$ cat src/design/bsa_div.sv
module bsa_div #(
    parameter int SUM_BITS = 28,
    parameter int ROWS_MAX = 16,
    parameter int Q_BITS   = 24,
    parameter int RB       = $clog2(ROWS_MAX + 1)
) (
    input  logic                       aclk,
    input  logic signed [SUM_BITS-1:0] sum,
    input  logic [RB-1:0]              rows,
    output logic                       neg,
    output logic [Q_BITS-1:0]          q_mag
);

    localparam int RW = SUM_BITS + 1;
    localparam int PW = SUM_BITS + RW;

    // reciprocal table, floor(2^SUM_BITS / d)
    logic [RW-1:0] recip_tab [ROWS_MAX+1];

    for (genvar g = 0; g <= ROWS_MAX; g++) begin : g_rcp
        localparam int unsigned Div = (g == 0) ? 1 : g;
        if (g == 0) begin : g_zero
            assign recip_tab[g] = '0;
        end else begin : g_val
            assign recip_tab[g] = RW'((64'd1 << SUM_BITS) / Div);
        end
    end

    logic [SUM_BITS-1:0] mag;
    logic [PW-1:0]       prod_reg;
    logic [SUM_BITS-1:0] mag_reg;
    logic                neg_a_reg;
    logic [SUM_BITS-1:0] q0;
    logic [SUM_BITS-1:0] back;
    logic [SUM_BITS-1:0] rem;
    logic [SUM_BITS-1:0] q_next;
    logic [Q_BITS-1:0]   q_mag_reg;
    logic                neg_reg;

    // stage A: magnitude times reciprocal
    always_comb begin
        mag = sum[SUM_BITS-1] ? SUM_BITS'(-sum) : SUM_BITS'(sum);
    end

    always_ff @(posedge aclk) begin
        prod_reg  <= PW'(mag) * PW'(recip_tab[rows]);
        mag_reg   <= mag;
        neg_a_reg <= sum[SUM_BITS-1];
    end

    // stage B: estimate is exact or one short, fix with one compare
    always_comb begin
        q0   = prod_reg[SUM_BITS +: SUM_BITS];
        back = SUM_BITS'(q0 * SUM_BITS'(rows));
        rem  = mag_reg - back;
        if (rem >= SUM_BITS'(rows)) begin
            q_next = q0 + SUM_BITS'(1);
        end else begin
            q_next = q0;
        end
    end

    always_ff @(posedge aclk) begin
        q_mag_reg <= Q_BITS'(q_next);
        neg_reg   <= neg_a_reg;
    end

    assign q_mag = q_mag_reg;
    assign neg   = neg_reg;

endmodule

$ cat config.mk
export PLATFORM = sky130hd
export DESIGN_NAME = bsa_div
export DESIGN_NICKNAME = d
export VERILOG_FILES = /design/src/design/bsa_div.sv
export SDC_FILE = /design/constraint.sdc
export NUM_CORES = 2
export LEC_CHECK = 0
export BUFFER_PORTS_ARGS = -buffer_cell sky130_fd_sc_hd__buf_2
export CAP_MARGIN = 10
export CORE_MARGIN = 2
export CORE_UTILIZATION = 35
export CTS_BUF_LIST = sky130_fd_sc_hd__clkbuf_2
export DETAILED_ROUTE_END_ITERATION = 6
export GPL_TIMING_DRIVEN = 0
export PLACE_DENSITY_LB_ADDON = 0.25
export SLEW_MARGIN = 10
export SYNTH_ARGS = -nofsm -noshare
export SYNTH_HDL_FRONTEND = slang
export SYNTH_SLANG_ARGS = --single-unit
$ cat constraint.sdc
create_clock -name aclk -period 9.75 [get_ports aclk]
set_input_delay 1.4625 -clock aclk [delete_from_list [all_inputs] [get_ports aclk]]
set_output_delay 1.4625 -clock aclk [all_outputs]
set_load 0.1 [all_outputs]
# ---- Word level (Yosys, flattened, before mapping)
# Memories as Yosys holds them, arrays and structs flattened.
# Index checks and enable logic that the tools add are counted.
dict set report classes {
  n_addsub 3
  mul 2
  div_mod_pow 0
  order_cmp 2
  n_eq_ne 0
  shift 0
  mux 4
  bitwise 1
  reduce_logical 0
}
# cell n
set ops {}
lappend ops {{$mux 29} 2}
lappend ops {{$mul 28x29->56} 1}
lappend ops {{$ge 28x5->1} 1}
lappend ops {{$mul 28x5->28} 1}
lappend ops {{$mux 28} 1}
lappend ops {{$neg 28->28} 1}
lappend ops {{$sub 28x28->28} 1}
lappend ops {{$add 24x1->24 const B} 1}
lappend ops {{$mux 24} 1}
lappend ops {{$ge 6x6->1 const B} 1}
lappend ops {{$not 5->6} 1}
dict set report totals {
  reg_bits 110
  latchBits 0
  ram_bits 0
  mem_bits_ro 928
  inputBits 34
  out_inout_bits 25
  word_cells 18
  n_memories 1
}
# name depth word_bits read_ports rd_clocked_by_memory_dff write_ports line_no
set memory_table {}
lappend memory_table {{(name not given)} 32 29 1 0 0 46} ;# prod_reg <= PW'(mag) * PW'(recip_tab[rows]);

# ---- Longest topological paths before layout
dict set report depth {
  depth_word 5
  depth_mapped 35
  depth_no_buf 34
}

# ---- Least setup slack after synthesis
# No wires, ideal clock.
dict set report synth_timing {
  path_kind {input -> register}
  from {input port rows[1]}
  to {register prod_reg[53]}
  setup_time_ns 0.120
  t_arrival_ns 9.605
  required_time_ns 9.630
  setup_slack_ns 0.025
  cell_stages 33
  path_cell_list {clkbuf_1 > clkbuf_1 > inv_1 > ha_1 > mux2i_1 > and2_0 > a211oi_1 > clkbuf_1 > nand2_1 > fa_1 > fa_1 > inv_1 > fa_1 > inv_1 > fa_1 > inv_1 > fa_1 > fa_1 > inv_1 > fa_1 > inv_1 > ha_1 > a21o_1 > a21o_1 > a21o_1 > a32oi_1 > and3_1 > a211oi_2 > o211ai_2 > o21ai_4 > a31oi_1 > o21ai_1 > a211o_1}
}
dict set report synth_via {
  elab_chain_cells 5
}
# element line_no
set synth_rtl {}
lappend synth_rtl {{start: declaration} 9} ;# input logic [RB-1:0] rows,
lappend synth_rtl {{$not 5->6 (implied by the code)} 46}
lappend synth_rtl {{$mem_v2 32x29} --}
lappend synth_rtl {{$mux 29 (implied by the code) (2 in series)} 46}
lappend synth_rtl {{$mul 28x29->56} 46}
lappend synth_rtl {{end signal: assignment} 46}
lappend synth_rtl {{end: declaration} 30} ;# logic [PW-1:0] prod_reg;
# Every way passes these cells. The select of a mux whose other input is x is not followed.

# ---- Worst setup path after layout
dict set report layout_timing {
  from {input port sum[9]}
  to {register prod_reg[53]}
}
dict set report layout_via {
  elab_chain_cells 3
}
# element line_no
set layout_rtl {}
lappend layout_rtl {{start: declaration} 8} ;# input logic signed [SUM_BITS-1:0] sum,
lappend layout_rtl {{$neg 28->28} 42} ;# mag = sum[SUM_BITS-1] ? SUM_BITS'(-sum) : SUM_BITS'(sum);
lappend layout_rtl {{$mux 28 *} 42}
lappend layout_rtl {{$mul 28x29->56 *} 46}
# Mark *: on every way between the ends. The rest lies on a longest branch, timed or not.

==> metrics.md <==
| Metric | Value |
|---|---|
| Final Cell Area | `~36,000 um^2` |
| Post-DP Area | `34,100 um^2` |
| Post-Syn Instances | `3,693` |
| Synth Area per Inst | `8.712 um^2` |
| CP Class | `input port to flop` |
| Hold endpoint | `neg` |
| Synth unique cells | `81` |
| DR iter-0 viols | `2,311` |
| Initial antenna violation count | `7` |
| H-tree lvl count | `3` |
| Final WL | `117.7 mm` |
| Area delta synth->final | `12.06%` |
| Worst reg2reg path startpoint | `prod_reg[31]` |
| Sequential-to-total area share from yosys stat | `0.05102` |
| R2R cell count | `26` |
| Status | `finished with violations` |
| Max-slew violations | `0` |
| Via/cell ratio | `5.087` |
| Worst Min Path Start | `neg_a_reg` |
| CTS Buf Count | `9` |
| # DRC | `0` |
| Setup crit end kind | `flop` |
| Rel. slew slack | `0.2943` |
| Final WS setup | `-77.95 ps` |
| Iteration count of the initial detailed-routing pass | `6` |
| Post-synthesis async set-or-reset flop share | `0` |
| Setup WS pre-CTS | `-3506 ps` |
| Post-CTS Hold Buffers | `0` |
| Hold Path Stages | `0` |
| Die Wd | `307.2 um` |
| Clock-pin slew on the worst setup and hold paths | `290 ps` |
| FILL cells | `9,349` |
| Setup crit start kind | `input port` |
| Die area | `~94,000 um^2` |
| Crit share post-route | `1.008` |
| Layout cell share with drive strength beyond 1 | `0.1028` |
| Post-DP HPWL | `98.09 mm` |
| Clk root buf | `clkbuf_2` |
| Clk sinks | `82` |
| Violated checks | `setup timing` |
| Total of max-cap violations | `0` |
| Critical Path RT | `a little over 10,000 ps` |
| Core area | `91,390 um^2` |
| Worst hold path type | `flop to flop` |
| Synth area leaders | `fa_1, inv_1, ha_1` |
| Largest net degree at the start of global routing | `19` |
| Post-layout util | `0.3945` |
| Final setup violation count | `7` |
| Die height | `just over 300 um` |
| Starting Density | `0.3521` |
| I/O Buffers | `56` |
| GR Overflow Total | `0` |
| Worst skew pair latency | `650 ps` |
| Cell taking the most area after synthesis | `fa_1` |
| Post-synth EDFFs | `0` |
| Routability cong. | `0.9970` |
| Synthesized area | `32,170 um^2` |
| Least-Margin Pin Slew | `approximately 1100 ps` |
| FF-to-FF setup slack | `3430 ps` |
| Max Clk Rate | `101.8 MHz` |
| Worst r2r dst | `q_mag[10]` |
| Clk buf depth | `2` |
| Yosys reg bits | `82` |
| Critical Path Slowest Stage Cell | `or4b_4` |
| Critical path data arrival time | `approximately 10,000 ps` |
| Synthesis Warnings | `0` |
| Antenna-violating nets left | `0` |
| WL/cell | `23.41 um` |
| RSZ-0062 raised after global routing | `true` |
| Maximum fanout along the worst path | `4` |
| Layout Skew | `roughly 32 ps` |
| # IOs | `59` |
| Vias | `25,560` |
| Vias in the first global route | `26,890` |
| Overall Global Routing Usage | `0.2555` |
| Ys flop type | `dfxtp_1` |
| CTS tree | `built` |
| Fin. Hold Viols | `0` |
| Final critical-path required period | `9828 ps` |
| Final net count | `4,903` |
| First-pass GRT wire length | `about 180 mm` |
| Post-synth top area share | `0.4934` |
| Delay of the slowest critical-path stage | `around 630 ps` |
| Num rows | `111` |
| Syn_nets | `4,767` |
[worst max-delay path, delay by kind of cell]
kind            cells  cell delay (ps)
buf+inv             8              860
simple gates        9             2470
fa+ha+maj           8             3950
compound gates      7             1640
[worst max-delay path by stage]
| stage | startpoint | end | slack, ps |
|---|---|---|---|
| finish | sum[9] | prod_reg[53] | -80 |
| global route | sum[9] | prod_reg[43] | -250 |
| CTS | sum[9] | prod_reg[49] | -40 |
| detailed placement | rows[1] | prod_reg[43] | -3510 |
| global placement | rows[1] | prod_reg[43] | -4340 |
| floorplan | rows[1] | prod_reg[53] | 30 |
[cells by family (layout without fill, tap and decap cells)]
| logic type | count (synthesis) | count (layout) | share of synthesized area |
|---|---|---|---|
| buffers and inverters | 1194 | 1335 | 0.1400 |
| adders and majority gates | 1040 | 1040 | 0.5895 |
| and+or+nand+nor | 1037 | 1037 | 0.1404 |
| AOI/OAI and AO/OA | 227 | 227 | 0.04799 |
| xor gates and xnor gates | 107 | 107 | 0.02913 |
| DFF | 82 | 82 | 0.05102 |
| muxes | 6 | 6 | 0.001983 |
| other | 0 | 5 | 0 |
[cell usage after synthesis (all sizes together), types with 3 or more instances]
cell and count:
nor2b 12, nand4 15, nand3 30, and2 92, mux2i 3, o21a 7
or3 13, a211o 7, clkbuf 124, a31oi 5, nor4b 4, nor3b 9
xor2 58, nor4 10, buf 12, mux2 3, a21oi 71, o31ai 8
nand2 509, or2 3, nor2 283, o211a 4, xnor2 49, clkinv 8
dfxtp 82, nand3b 4, a2111oi 5, inv 1050, fa 793, or4 3
and3 14, o41ai 4, nand2b 8, a211oi 9, a21o 33, o21ai 44
nor3 20, o211ai 6, o221ai 3, ha 247, o311ai 3
[layout make-up]
class / instances / area, um^2 / area share
multi-input combinational: 2417 / 26950 / 0.7474
inverter: 1058 / 4005 / 0.1111
sequential: 82 / 1642 / 0.04553
tap: 1186 / 1484 / 0.04116
timing repair buffer: 132 / 937.1 / 0.02599
buffer: 129 / 899.6 / 0.02495
clock inverter: 7 / 81.33 / 0.002256
clock buffer: 9 / 45.04 / 0.001249
antenna: 5 / 12.51 / 0.0003471
[stage by stage]
step                      hold slack, ps  instances  TNS [ps]
final                              363.0       5025    -397.8
after detailed placement           326.5       4945    -79580
after global routing               361.3       5022     -2189
after global placement             310.9       4935   -102960
after floorplan                    309.6       3693         0
after CTS                          364.0       5006    -111.6
[routing by layer]
layer / GRT usage / vias to the layer above / wire, um
met5: 0 / - / 0
met4: 0.1057 / 0 / 6130
met3: 0.06552 / 295 / 12970
met2: 0.3927 / 1345 / 51470
met1: 0.3431 / 12970 / 47080
li1: - / 10950 / -
[cell usage in the layout (no fill, tap or decap), types with 26 or more instances in the layout]
cell	n
xor2_1	40
clkbuf_1	35
and2_1	89
dfxtp_1	82
inv_1	1036
nor2_1	275
ha_1	241
buf_4	67
buf_2	56
nand2_1	501
o21ai_0	30
a21oi_1	59
xnor2_1	38
fa_1	780
clkbuf_2	43
a21o_1	33
nand3_1	26
[repair_timing]
item,in CTS,in global routing
resized for setup,286,93
buffers inserted,52,15
pin swaps,58,33
cloned,0,0
setup endpoints to repair,28,20
Power is left out: the tool's default activity adds up to more than one toggle a clock period on the data nets, which glitch-free logic cannot reach.
